`config.mk`:
```
export PLATFORM = sky130hd
export DESIGN_NAME = lcg_random_unit_flat
export DESIGN_NICKNAME = d
export VERILOG_FILES = /design/src/rtl/lcg_pkg.sv /design/src/rtl/lcg_if.sv /design/src/rtl/lcg_ctrl.sv /design/src/rtl/lcg_dp.sv /design/src/rtl/lcg_random_unit.sv /design/src/flat_wrapper.sv
export SDC_FILE = /design/constraint.sdc
export NUM_CORES = 1
export LEC_CHECK = 0
export ABC_AREA = 1
export BUFFER_PORTS_ARGS = -buffer_cell sky130_fd_sc_hd__buf_4
export CORE_MARGIN = 8
export CORE_UTILIZATION = 45
export CTS_CLUSTER_SIZE = 16
export DETAILED_ROUTE_END_ITERATION = 8
export GPL_TIMING_DRIVEN = 0
export SLEW_MARGIN = 20
export SYNTH_ARGS = -nofsm -noshare
export SYNTH_HDL_FRONTEND = slang
export SYNTH_HIERARCHICAL = 1
export SYNTH_SLANG_ARGS = --single-unit
```
`constraint.sdc`:
```
create_clock -name clk -period 18.9 [get_ports clk]
set_input_delay 2.835 -clock clk [delete_from_list [all_inputs] [get_ports clk]]
set_output_delay 2.835 -clock clk [all_outputs]
set_load 0.05 [all_outputs]
```
`src/rtl/lcg_pkg.sv`:
```
`timescale 1ns / 1ps
// lcg_pkg: shared types and constants of the lcg random unit
// no dependencies; used by the controller, the datapath and the top level

package lcg_pkg;

	localparam int unsigned WORD_W = 32;
	localparam int unsigned CNT_W = 5;

	localparam logic [WORD_W-1:0] LCG_MUL = 32'd1664525;
	localparam logic [WORD_W-1:0] LCG_ADD = 32'd1013904223;
	localparam logic [WORD_W-1:0] POS_MASK = 32'h7FFF_FFFF;
	localparam logic [WORD_W-1:0] SEED_ONE = 32'd1;
	localparam logic [7:0] PCT_FULL = 8'd100;
	localparam logic [6:0] PCT_MUL = 7'd100;
	localparam logic [CNT_W-1:0] MOD_LAST = 5'd30;

	typedef enum logic [2:0] {
		ACT_SEED     = 3'd0,
		ACT_RAW      = 3'd1,
		ACT_POS      = 3'd2,
		ACT_RANGE_EX = 3'd3,
		ACT_RANGE_IN = 3'd4,
		ACT_BOOL     = 3'd5,
		ACT_PROB     = 3'd6,
		ACT_MASK     = 3'd7
	} act_t;

	typedef enum logic [2:0] {
		ST_IDLE,
		ST_DECIDE,
		ST_USE,
		ST_MOD,
		ST_MASK,
		ST_FIN
	} state_t;

	typedef struct packed {
		logic load;
		logic seed;
		logic step;
		logic mod_init;
		logic mod_step;
		logic mask_shift;
		logic emit;
	} cmd_t;

	typedef struct packed {
		act_t action;
		logic range_deg;
		logic prob_zero;
		logic prob_full;
		logic pct_zero;
		logic pct_full;
	} status_t;

endpackage

```
`src/rtl/lcg_if.sv`:
```
`timescale 1ns / 1ps
// lcg_in_if and lcg_out_if: valid/ready channels of the lcg random unit
// no dependencies

interface lcg_in_if;
	logic               valid;
	logic               ready;
	logic [2:0]         action;
	logic [31:0]        seed_value;
	logic signed [31:0] low_bound;
	logic signed [31:0] high_bound;
	logic [32:0]        probability_q32;
	logic [7:0]         percent;

	modport source (
		output valid, action, seed_value, low_bound, high_bound, probability_q32, percent,
		input  ready
	);
	modport sink (
		input  valid, action, seed_value, low_bound, high_bound, probability_q32, percent,
		output ready
	);
endinterface

interface lcg_out_if;
	logic        valid;
	logic        ready;
	logic [31:0] value;

	modport source (output valid, value, input ready);
	modport sink (input valid, value, output ready);
endinterface

```
`src/rtl/lcg_ctrl.sv`:
```
`timescale 1ns / 1ps
// lcg_ctrl: sequencer of the lcg random unit, issues datapath commands
// depends on lcg_pkg

module lcg_ctrl #(
	parameter int unsigned MASK_BITS = 32
) (
	input  logic             clk,
	input  logic             arst_n,
	input  logic             in_valid,
	output logic             in_ready,
	output logic             out_valid,
	input  logic             out_ready,
	input  lcg_pkg::status_t status,
	output lcg_pkg::cmd_t    cmd
);
	import lcg_pkg::*;

	localparam logic [CNT_W-1:0] MASK_LAST = CNT_W'(MASK_BITS - 1);

	state_t          state_q, state_d;
	logic [CNT_W-1:0] cnt_q, cnt_d;
	logic            out_valid_q, out_valid_d;

	always_ff @(posedge clk or negedge arst_n) begin
		if (!arst_n) begin
			state_q     <= ST_IDLE;
			cnt_q       <= '0;
			out_valid_q <= 1'b0;
		end else begin
			state_q     <= state_d;
			cnt_q       <= cnt_d;
			out_valid_q <= out_valid_d;
		end
	end

	always_comb begin
		state_d  = state_q;
		cnt_d    = cnt_q;
		cmd      = '0;
		in_ready = 1'b0;
		case (state_q)
			ST_IDLE: begin
				in_ready = 1'b1;
				if (in_valid) begin
					cmd.load = 1'b1;
					state_d  = ST_DECIDE;
				end
			end
			ST_DECIDE: begin
				cnt_d = '0;
				case (status.action)
					ACT_SEED: begin
						cmd.seed = 1'b1;
						state_d  = ST_FIN;
					end
					ACT_RANGE_EX, ACT_RANGE_IN: begin
						if (status.range_deg) begin
							state_d = ST_FIN;
						end else begin
							cmd.step = 1'b1;
							state_d  = ST_USE;
						end
					end
					ACT_PROB: begin
						cmd.step = !(status.prob_zero || status.prob_full);
						state_d  = ST_FIN;
					end
					ACT_MASK: begin
						if (status.pct_zero || status.pct_full) begin
							state_d = ST_FIN;
						end else begin
							cmd.step = 1'b1;
							state_d  = ST_MASK;
						end
					end
					default: begin
						cmd.step = 1'b1;
						state_d  = ST_FIN;
					end
				endcase
			end
			ST_USE: begin
				cmd.mod_init = 1'b1;
				cnt_d        = '0;
				state_d      = ST_MOD;
			end
			ST_MOD: begin
				cmd.mod_step = 1'b1;
				cnt_d        = cnt_q + 1'b1;
				if (cnt_q == MOD_LAST) begin
					state_d = ST_FIN;
				end
			end
			ST_MASK: begin
				cmd.mask_shift = 1'b1;
				if (cnt_q == MASK_LAST) begin
					state_d = ST_FIN;
				end else begin
					cmd.step = 1'b1;
					cnt_d    = cnt_q + 1'b1;
				end
			end
			ST_FIN: begin
				if (!out_valid_q || out_ready) begin
					cmd.emit = 1'b1;
					state_d  = ST_IDLE;
				end
			end
			default: begin
				state_d = ST_IDLE;
			end
		endcase
	end

	always_comb begin
		if (cmd.emit) begin
			out_valid_d = 1'b1;
		end else if (out_ready) begin
			out_valid_d = 1'b0;
		end else begin
			out_valid_d = out_valid_q;
		end
	end

	assign out_valid = out_valid_q;

endmodule

```
`src/rtl/lcg_dp.sv`:
```
`timescale 1ns / 1ps
// lcg_dp: generator state, bit-serial modulo, mask shifter and result register
// depends on lcg_pkg

module lcg_dp #(
	parameter int unsigned MASK_BITS = 32
) (
	input  logic               clk,
	input  logic               arst_n,
	input  lcg_pkg::cmd_t      cmd,
	output lcg_pkg::status_t   status,
	input  logic [2:0]         action,
	input  logic [31:0]        seed_value,
	input  logic signed [31:0] low_bound,
	input  logic signed [31:0] high_bound,
	input  logic [32:0]        probability_q32,
	input  logic [7:0]         percent,
	output logic [31:0]        value
);
	import lcg_pkg::*;

	act_t               action_q;
	logic [31:0]        seed_q;
	logic signed [31:0] lo_q;
	logic signed [31:0] hi_q;
	logic [32:0]        prob_q;
	logic [7:0]         pct_q;

	logic [31:0]          lcg_q;
	logic [31:0]          lcg_next;
	logic [32:0]          span_q;
	logic [32:0]          span_d;
	logic [31:0]          rem_q;
	logic [30:0]          dvd_q;
	logic [32:0]          trial;
	logic [MASK_BITS-1:0] acc_q;
	logic [MASK_BITS-1:0] acc_next;
	logic [38:0]          scaled;
	logic                 hit;
	logic [31:0]          result;
	logic [31:0]          value_q;

	// input capture
	always_ff @(posedge clk) begin
		if (cmd.load) begin
			action_q <= act_t'(action);
			seed_q   <= seed_value;
			lo_q     <= low_bound;
			hi_q     <= high_bound;
			prob_q   <= probability_q32;
			pct_q    <= percent;
		end
	end

	// generator state
	assign lcg_next = lcg_q * LCG_MUL + LCG_ADD;

	always_ff @(posedge clk or negedge arst_n) begin
		if (!arst_n) begin
			lcg_q <= SEED_ONE;
		end else if (cmd.seed) begin
			lcg_q <= (seed_q == '0) ? SEED_ONE : seed_q;
		end else if (cmd.step) begin
			lcg_q <= lcg_next;
		end
	end

	// status
	always_comb begin
		status.action    = action_q;
		status.range_deg = (hi_q <= lo_q);
		status.prob_zero = (prob_q == '0);
		status.prob_full = prob_q[32];
		status.pct_zero  = (pct_q == '0);
		status.pct_full  = (pct_q >= PCT_FULL);
	end

	// range: restoring modulo, one dividend bit per cycle
	assign span_d = 33'({hi_q[31], hi_q} - {lo_q[31], lo_q})
		+ 33'(action_q == ACT_RANGE_IN);
	assign trial = {rem_q, dvd_q[30]};

	always_ff @(posedge clk) begin
		if (cmd.mod_init) begin
			span_q <= span_d;
			rem_q  <= '0;
			dvd_q  <= lcg_q[30:0];
		end else if (cmd.mod_step) begin
			rem_q  <= (trial >= span_q) ? 32'(trial - span_q) : trial[31:0];
			dvd_q  <= {dvd_q[29:0], 1'b0};
		end
	end

	// bit mask: draw i lands in bit i after all shifts
	assign scaled = 39'(lcg_q) * 39'(PCT_MUL);
	assign hit    = ({1'b0, scaled[38:32]} < pct_q);

	always_comb begin
		acc_next                = acc_q >> 1;
		acc_next[MASK_BITS-1]   = hit;
	end

	always_ff @(posedge clk) begin
		if (cmd.load) begin
			acc_q <= '0;
		end else if (cmd.mask_shift) begin
			acc_q <= acc_next;
		end
	end

	// result select
	always_comb begin
		case (action_q)
			ACT_SEED: begin
				result = '0;
			end
			ACT_RAW: begin
				result = lcg_q;
			end
			ACT_POS: begin
				result = lcg_q & POS_MASK;
			end
			ACT_RANGE_EX, ACT_RANGE_IN: begin
				result = status.range_deg ? lo_q : 32'(lo_q + rem_q);
			end
			ACT_BOOL: begin
				result = {31'b0, lcg_q[0]};
			end
			ACT_PROB: begin
				if (status.prob_zero) begin
					result = '0;
				end else if (status.prob_full) begin
					result = 32'd1;
				end else begin
					result = {31'b0, (lcg_q < prob_q[31:0])};
				end
			end
			ACT_MASK: begin
				if (status.pct_zero) begin
					result = '0;
				end else if (status.pct_full) begin
					result = 32'({MASK_BITS{1'b1}});
				end else begin
					result = 32'(acc_q);
				end
			end
			default: begin
				result = '0;
			end
		endcase
	end

	always_ff @(posedge clk) begin
		if (cmd.emit) begin
			value_q <= result;
		end
	end

	assign value = value_q;

endmodule

```
`src/rtl/lcg_random_unit.sv`:
```
`timescale 1ns / 1ps
// lcg_random_unit: top level of the 32-bit lcg random number unit
// depends on lcg_pkg, lcg_if, lcg_ctrl and lcg_dp

// The unit keeps a 32-bit generator state (reset value 1) advanced as
// state*1664525+1013904223. It handles one item at a time and then accepts
// the next while its result still waits in the output register. Seed, raw,
// positive, bool and probability items pass through the decide and finish
// states; a range item also passes the use and modulo states, where the
// bit-serial modulo retires one of the 31 dividend bits per cycle; a bit mask
// item passes the mask state, one generator step per mask bit. Degenerate
// bounds, probability 0 or certain, and percent 0 or 100 and above go straight
// from decide to finish and leave the state unchanged.

module lcg_random_unit #(
	parameter int unsigned MASK_BITS = 32
) (
	input logic       clk,
	input logic       arst_n,
	lcg_in_if.sink    in_item,
	lcg_out_if.source out_item
);
	import lcg_pkg::*;

	cmd_t    cmd;
	status_t status;

	lcg_ctrl #(
		.MASK_BITS(MASK_BITS)
	) u_ctrl (
		.clk       (clk),
		.arst_n    (arst_n),
		.in_valid  (in_item.valid),
		.in_ready  (in_item.ready),
		.out_valid (out_item.valid),
		.out_ready (out_item.ready),
		.status    (status),
		.cmd       (cmd)
	);

	lcg_dp #(
		.MASK_BITS(MASK_BITS)
	) u_dp (
		.clk             (clk),
		.arst_n          (arst_n),
		.cmd             (cmd),
		.status          (status),
		.action          (in_item.action),
		.seed_value      (in_item.seed_value),
		.low_bound       (in_item.low_bound),
		.high_bound      (in_item.high_bound),
		.probability_q32 (in_item.probability_q32),
		.percent         (in_item.percent),
		.value           (out_item.value)
	);

endmodule

```
`src/flat_wrapper.sv`:
```
// flat-port wrapper written by rule: the top's interface ports become plain ports
module lcg_random_unit_flat import lcg_pkg::*;
#(
	parameter int unsigned MASK_BITS = 32
)
  (clk, arst_n, in_item_valid, in_item_action, in_item_seed_value, in_item_low_bound, in_item_high_bound, in_item_probability_q32, in_item_percent, in_item_ready, out_item_valid, out_item_value, out_item_ready);
  lcg_in_if in_item_i ();
  lcg_out_if out_item_i ();
  input logic clk;
  input logic arst_n;
  input wire logic [$bits(in_item_i.valid)-1:0] in_item_valid;
  input wire logic [$bits(in_item_i.action)-1:0] in_item_action;
  input wire logic [$bits(in_item_i.seed_value)-1:0] in_item_seed_value;
  input wire logic [$bits(in_item_i.low_bound)-1:0] in_item_low_bound;
  input wire logic [$bits(in_item_i.high_bound)-1:0] in_item_high_bound;
  input wire logic [$bits(in_item_i.probability_q32)-1:0] in_item_probability_q32;
  input wire logic [$bits(in_item_i.percent)-1:0] in_item_percent;
  output wire logic [$bits(in_item_i.ready)-1:0] in_item_ready;
  output wire logic [$bits(out_item_i.valid)-1:0] out_item_valid;
  output wire logic [$bits(out_item_i.value)-1:0] out_item_value;
  input wire logic [$bits(out_item_i.ready)-1:0] out_item_ready;
  assign in_item_i.valid = in_item_valid;
  assign in_item_i.action = in_item_action;
  assign in_item_i.seed_value = in_item_seed_value;
  assign in_item_i.low_bound = in_item_low_bound;
  assign in_item_i.high_bound = in_item_high_bound;
  assign in_item_i.probability_q32 = in_item_probability_q32;
  assign in_item_i.percent = in_item_percent;
  assign in_item_ready = in_item_i.ready;
  assign out_item_valid = out_item_i.valid;
  assign out_item_value = out_item_i.value;
  assign out_item_i.ready = out_item_ready;
  lcg_random_unit #(.MASK_BITS(MASK_BITS)) u_core (.clk(clk), .arst_n(arst_n), .in_item(in_item_i), .out_item(out_item_i));
endmodule
```
==> results of run 1 <==
==> path summary, 6_finish.rpt <==
path,startpoint,cells after the start,to
worst min register to register,u_core/u_dp/seed_q[11]$_DFFE_PP_,2,u_core/u_dp/lcg_q[11]$_DFFE_PN0P_
max in group asynchronous,arst_n,1,u_core/u_ctrl/cnt_q[4]$_DFFE_PN0P_
worst max register to register,u_core/u_dp/lcg_q[1]$_DFFE_PN0P_,20,u_core/u_dp/lcg_q[22]$_DFFE_PN0P_
worst max-delay path,u_core/u_dp/lcg_q[1]$_DFFE_PN0P_,20,u_core/u_dp/lcg_q[22]$_DFFE_PN0P_
min in group asynchronous,arst_n,1,u_core/u_dp/lcg_q[28]$_DFFE_PN0P_
worst min-delay path,u_core/u_dp/seed_q[11]$_DFFE_PP_,2,u_core/u_dp/lcg_q[11]$_DFFE_PN0P_
==> per-layer routing <==
layer / wire length, um / vias up / global-route usage [%] / part of all wire (%)
met5: 0 / - / 0 / 0
met4: 5897 / 0 / 13.22 / 5.9
met3: 3477 / 196 / 2.622 / 3.5
met2: 49820 / 556 / 46.33 / 50
met1: 40320 / 12100 / 29.72 / 41
li1: - / 12540 / - / -
==> layout by cell type (no fill, tap or decap), drive strengths merged, types with 3 or more instances in the layout <==
cell / n
clkinv: 18
dfxtp: 64
inv: 783
nor3: 33
ha: 389
xor2: 73
a221oi: 6
edfxtp: 236
a31oi: 15
o31ai: 3
nor4: 26
a21oi: 205
or2: 6
nand4: 41
a21o: 13
a21boi: 37
nand3b: 9
a31o: 3
nand2: 626
and3: 3
o21a: 11
nor2: 295
buf: 202
xnor2: 44
o21bai: 21
dfrtp: 40
clkinvlp: 6
o2111ai: 3
o21ai: 277
o22ai: 12
o221ai: 5
o211ai: 46
and2: 4
bufinv: 4
nand3: 116
fa: 182
clkbuf: 94
==> logic make-up after synthesis <==
group	share of synthesized area (%)
and+or+nand+nor	15.88
adders and majority gates	27.60
AOI/OAI and AO/OA	12.27
DFF	30.47
xor gates and xnor gates	3.324
buffers and inverters	10.45
==> stage by stage <==
stage	utilization [%]	area [um2]	hold slack [ps]	setup WS [ps]
2_1_floorplan	-	30830	457.4	8952
3_3_place_gp	48.76	33260	483.8	5040
3_5_place_dp	49.03	33450	478.7	11310
4_1_cts	51.18	34920	493.0	11250
5_1_grt	51.18	34920	518.4	10890
6_report	51.18	34920	495.4	11200
==> cell type report <==
| class | count | area [um2] |
|---|---|---|
| Multi-Input combinational cell | 2516 | 18230 |
| Tap cell | 882 | 1104 |
| Timing Repair Buffer | 187 | 1494 |
| Fill cell | 6640 | 33300 |
| Clock inverter | 31 | 292.8 |
| Clock buffer | 51 | 1180 |
| Sequential cell | 341 | 9395 |
| Inverter | 780 | 2928 |
| Buffer | 58 | 294.0 |
==> worst reg2reg max path, stage by stage, from the launching register on <==
cell      delay [ps]
dfrtp_1          950
inv_1            400
ha_1             510
xor2_1           420
xor2_1           170
fa_1             560
inv_1             70
fa_1             520
fa_1             540
fa_1             580
inv_1             70
fa_1             550
inv_1             50
ha_1             390
nand2_1          170
nor4_1           730
nand4_1          330
a31o_2           300
nand3_1          120
o211ai_1         100
o21ai_0          100
==> flow_metrics.py, run 1 <==
metrics = {
    "status": {
        "outcome": "finished, final reports clean",
    },
    "timing": {
        "tns_ps": 0,
        "slew_violations": 0,
        "timing.slew.headroom_pct": 37.47,
        "hold_violations": 0,
        "period_share_pct": 40.76,
        "tightestPinTransition_ps": 938.0,
        "rsz0062_at_grt": "false",
        "setup_viol_count_final": 0,
        "finClkSkew_ps": 26.35,
        "timing.final.crit_period_ps": 7703,
        "fmaxAchievable_mhz": 129.8,
    },
    "drt": {
        "firstDrtPassIters": 8,
        "dr_total_vias": 25380,
        "drt_wl_total_mm": 99.52,
        "ant_nets": 0,
        "routed_via_density": 5.238,
        "first_iter_violations": 1468,
        "routed_wire_length_per_instance_um": 20.54,
        "drcViolationCount": 0,
    },
    "logic_synthesis": {
        "syn_inst": 3695,
        "synth_ff_type": "edfxtp_1",
        "synth-seq-cells": 341,
        "synth.cell_area_um2": 30830,
        "synth_top_area_cell": "edfxtp_1",
        "synth.area.top_cells": "edfxtp_1, ha_1, fa_1",
        "ys_top_cells_by_count": "inv_1, nand2_1, ha_1, nor2_1, edfxtp_1",
        "synth_area_per_cell_um2": 8.344,
        "synth_warnings": 6,
        "synth_edf_count": 236,
        "syn_nets": 4410,
        "synth-seq-area-share_pct": 30.47,
        "yosysUniqueCellTypes": 62,
        "async_reset_ff_share_pct": 12.02,
        "synth.top_cell.area_share_pct": 22.99,
        "yosysMostFrequentCell": "inv_1",
    },
    "clocking": {
        "tritoncts": "built",
        "cts_root_buf": "clkbuf_16",
        "cts.sink_count": 341,
        "worstSkewPairLatency_ps": 590,
        "cts_max_path_buffers": 3,
        "cts_made_buffers": 44,
        "cts_resized": 0,
        "ctsHoldBuffers": 0,
        "path_clk_slew_ps": 60,
        "h-tree-depth": 2,
        "cts_setup_buffers": 0,
    },
    "die": {
        "core_um2": 68230,
        "boundaryPins": 178,
        "die_area_um2": 77150,
        "die_width_um": 277.8,
        "rows": 96,
        "start_util_pct": 45.19,
        "die_y_um": 277.8,
    },
    "global_routing": {
        "gr-total-overflow": 0,
        "gr-usage-all-layers_pct": 25.59,
        "grt_pass1_wl_mm": 152.1,
        "antenna_found_initial": 0,
        "grt_pass1_vias": 26480,
        "grt_start_max_net_pins": 42,
    },
    "run": {
        "maxCapViolations": 0,
    },
    "layout": {
        "layout-drive-gt1-share_pct": 8.047,
        "top_regs": "u_core/u_dp/prob_q x33, u_core/u_dp/span_q x33",
        "areaGrowthSynthToFinish_pct": 13.26,
        "fin_cells": 4846,
        "fin_nets": 4643,
        "antenna_cells": 0,
    },
    "setup_path": {
        "path_class": "reg2reg",
        "path_buf_inv": 4,
        "cp_slowest_stage_delay_ps": 950,
        "startpoint_type": "register",
        "r2r_setup_slack_ps": 11200,
        "cp_common_cell": "fa_1",
        "required_ps": 19390,
        "crit_path_max_fanout": 14,
        "cp_data_arrival_time_ps": 8200,
        "crit_family": "adder cells",
        "slowest_stage": "dfrtp_1",
        "path_cells": "inv_1 -> ha_1 -> xor2_1 -> xor2_1 -> fa_1 -> inv_1 -> fa_1 -> fa_1 -> fa_1 -> inv_1 -> fa_1 -> inv_1 -> ha_1 -> nand2_1 -> nor4_1 -> nand4_1 -> a31o_2 -> nand3_1 -> o211ai_1 -> o21ai_0",
        "end_kind": "register",
    },
    "placed_design": {
        "numPortBuffers": 177,
        "place_inst": 4764,
        "gp_congestion": 0.9426,
        "dp_hpwl_mm": 84.14,
    },
    "hold_path": {
        "min_path_type": "reg2reg",
    },
}
Power of run 1 is not shown: default switching activity piles up to over one toggle a cycle in this logic, so the estimate is an artifact.
==> run 2: changes to the inputs <==
- ABC_AREA: 1 -> 0
- clock period: 18.9 -> 6.7 ns (I/O delays scaled with it)
==> run 2 against run 1 <==
Worst hold slack got worse by 62 ps. Synthesized cell count fell by 19%. Sequential share of layout area rose by 0.88 points. Non-clock buffer count rose by 37. Worst setup slack got worse by 11000 ps. Clock skew rose by 2.9 ps. Critical path depth rose by 2. Sequential cell count did not move. Global-route usage fell by 1.8 points. Final cell count fell by 14%. Routed wire length fell by 10%. Via count fell by 10%. Largest cell class unchanged. Highest routed layer is now met5.
==> flow_metrics.py, run 2 <==
metrics = {
    "drt": {
        "ant_nets": 0,
        "drt_wl_total_mm": 89.08,
        "dr_wl_met2_mm": 42.95,
        "first_iter_violations": 1695,
        "routed_wire_length_per_instance_um": 21.49,
        "firstDrtPassIters": 5,
        "drcViolationCount": 0,
        "routed_via_density": 5.507,
        "drt-met1-wl_mm": 37.79,
        "dr_total_vias": 22830,
        "dr.max_layer_used": "met5",
        "routed-wl-met3_mm": 4.518,
    },
    "die": {
        "rows": 94,
        "die_width_um": 272.4,
        "die_area_um2": 74210,
        "core_um2": 65390,
        "start_util_pct": 45.24,
        "die_y_um": 272.4,
        "boundaryPins": 178,
    },
    "layout": {
        "final_common_cell": "inv_1",
        "layout-drive-gt1-share_pct": 12.10,
        "final_cell_mix": "inv_1, ha_1, edfxtp_1, buf_4, nor2_1",
        "fin_nets": 3962,
        "top_regs": "u_core/u_dp/prob_q x33, u_core/u_dp/span_q x33",
        "fillCellCount": 5918,
        "areaGrowthSynthToFinish_pct": 14.74,
        "antenna_cells": 0,
    },
    "timing": {
        "finClkSkew_ps": 29.25,
        "setup_viol_count_final": 0,
        "period_share_pct": 96.55,
        "hold_violations": 0,
        "rsz0062_at_grt": "true",
        "timing.final.ws_setup_ps": 231.2,
        "tightestPinTransition_ps": 1005,
        "slew_violations": 0,
        "fmaxAchievable_mhz": 154.6,
        "timing.final.crit_period_ps": 6469,
        "timing.slew.headroom_pct": 32.28,
    },
    "setup_path": {
        "end_kind": "register",
        "reg2regPathDepth": 22,
        "startpoint_type": "register",
        "cp_data_arrival_time_ps": 6910,
        "required_ps": 7140,
        "crit_path_max_fanout": 6,
        "r2r_setup_slack_ps": 230,
        "reg2reg_from": "u_core/u_dp/lcg_q[5]$_DFFE_PN0P_",
        "worst_r2r_endpoint": "u_core/u_dp/lcg_q[30]$_DFFE_PN0P_",
        "path_class": "reg2reg",
    },
    "clocking": {
        "tritoncts": "built",
        "worstSkewPairLatency_ps": 590,
        "ctsHoldBuffers": 0,
        "path_clk_slew_ps": 60,
        "cts_made_buffers": 43,
        "cts_root_buf": "clkbuf_16",
        "cts.sink_count": 341,
        "h-tree-depth": 2,
        "cts_max_path_buffers": 3,
    },
    "logic_synthesis": {
        "syn_inst": 2992,
        "synth_top_area_cell": "edfxtp_1",
        "async_reset_ff_share_pct": 12.02,
        "synth.area.top_cells": "edfxtp_1, ha_1, fa_1",
        "yosysMostFrequentCell": "inv_1",
        "synth_warnings": 6,
        "synth.cell_area_um2": 29590,
        "syn_nets": 3707,
        "yosysUniqueCellTypes": 86,
        "synth-seq-area-share_pct": 31.76,
        "synth_edf_count": 236,
        "synth.top_cell.area_share_pct": 23.95,
        "ys_top_cells_by_count": "inv_1, ha_1, edfxtp_1, nor2_1, fa_1",
        "synth_ff_type": "edfxtp_1",
        "synth_area_per_cell_um2": 9.888,
        "synth-seq-cells": 341,
    },
    "global_routing": {
        "grt_pass1_vias": 23790,
        "antenna_found_initial": 1,
        "grt_pass1_wl_mm": 137.3,
        "gr-total-overflow": 0,
        "gr-usage-all-layers_pct": 23.79,
        "grt_start_max_net_pins": 60,
    },
    "placed_design": {
        "dp_slack_ps": -1371,
        "dp_hpwl_mm": 71.74,
        "numPortBuffers": 177,
        "gp_congestion": 0.9484,
    },
    "status": {
        "outcome": "finished, final reports clean",
    },
    "run": {
        "maxCapViolations": 0,
    },
    "hold_path": {
        "min_path_type": "in2async",
    },
}
[run 2: critical path, stage by stage, from the launching register on]
cell and delay [ps]:
dfrtp_4 530, buf_4 180, ha_1 330, ha_2 400
fa_1 450, fa_1 550, inv_1 60, fa_1 550
inv_1 70, fa_1 580, inv_1 70, fa_1 540
inv_1 40, ha_1 250, a21o_1 190, a21oi_1 150
nor2b_1 80, o41ai_2 260, o21ai_1 160, a21oi_2 220
a21oi_2 90, o211a_1 230, or3_1 390
[run 2: worst max-delay path by stage]
stage                                                 from                                end  slack [ps]  cells past startpoint
final                     u_core/u_dp/lcg_q[5]$_DFFE_PN0P_  u_core/u_dp/lcg_q[30]$_DFFE_PN0P_         230                     22
after global routing      u_core/u_dp/lcg_q[5]$_DFFE_PN0P_  u_core/u_dp/lcg_q[30]$_DFFE_PN0P_         -20                     22
after CTS                 u_core/u_dp/lcg_q[4]$_DFFE_PN0P_  u_core/u_dp/lcg_q[31]$_DFFE_PN0P_           1                     22
after detailed placement  u_core/u_dp/lcg_q[1]$_DFFE_PN0P_  u_core/u_dp/lcg_q[30]$_DFFE_PN0P_       -1370                     22
after global placement    u_core/u_dp/lcg_q[1]$_DFFE_PN0P_  u_core/u_dp/lcg_q[30]$_DFFE_PN0P_       -1350                     22
after floorplan           u_core/u_dp/lcg_q[1]$_DFFE_PN0P_  u_core/u_dp/lcg_q[30]$_DFFE_PN0P_         340                     22
[run 2: logic make-up (layout without fill, tap and decap cells)]
group / count (synthesis) / in the layout / synth area share, %
DFF: 341 / 341 / 31.76
buffers and inverters: 642 / 932 / 8.242
xor gates and xnor gates: 123 / 123 / 3.641
AOI/OAI and AO/OA: 572 / 572 / 13.04
adders and majority gates: 571 / 571 / 28.77
muxes: 132 / 132 / 4.605
and+or+nand+nor: 611 / 611 / 9.951
[run 2: per-stage QoR]
stage               utilization (%)  instances  area [um2]  setup TNS, ps  hold WS, ps
floorplan                         -       2992       29590              0        452.0
global placement              48.93       4033       32000         -41470        468.6
detailed placement            49.09       4040       32100         -12020        478.7
CTS                           51.53       4126       33700              0        412.7
global route                  51.91       4146       33950         -23.48        446.4
finish                        51.91       4146       33950              0        433.0
[run 2: timing repair]
action | 4_1_cts | 5_1_grt
resized for setup | 29 | 27
endpoints found under the hold margin | 0 | 0
setup endpoints to repair | 15 | 8
pin swaps | 1 | 10
buffers inserted | 6 | 20
[run 2: final cells by class]
class / count / area (um2) / area share [%]
inverters: 570 / 2155 / 6.347
clock buffers: 50 / 1124 / 3.310
repair buffers: 210 / 1629 / 4.799
flip-flops and latches: 341 / 9430 / 27.78
multi-input cells: 2009 / 17880 / 52.66
well taps: 864 / 1081 / 3.185
clock inverters: 30 / 325.3 / 0.9583
plain buffers: 72 / 325.3 / 0.9583
[run 2: metal layers]
metal,GRT usage [%],up-vias
met5,0,-
met4,9.193,4
met3,3.069,167
met2,41.06,645
met1,30.15,11190
li1,-,10820
Power of run 2 is left out for the same reason.
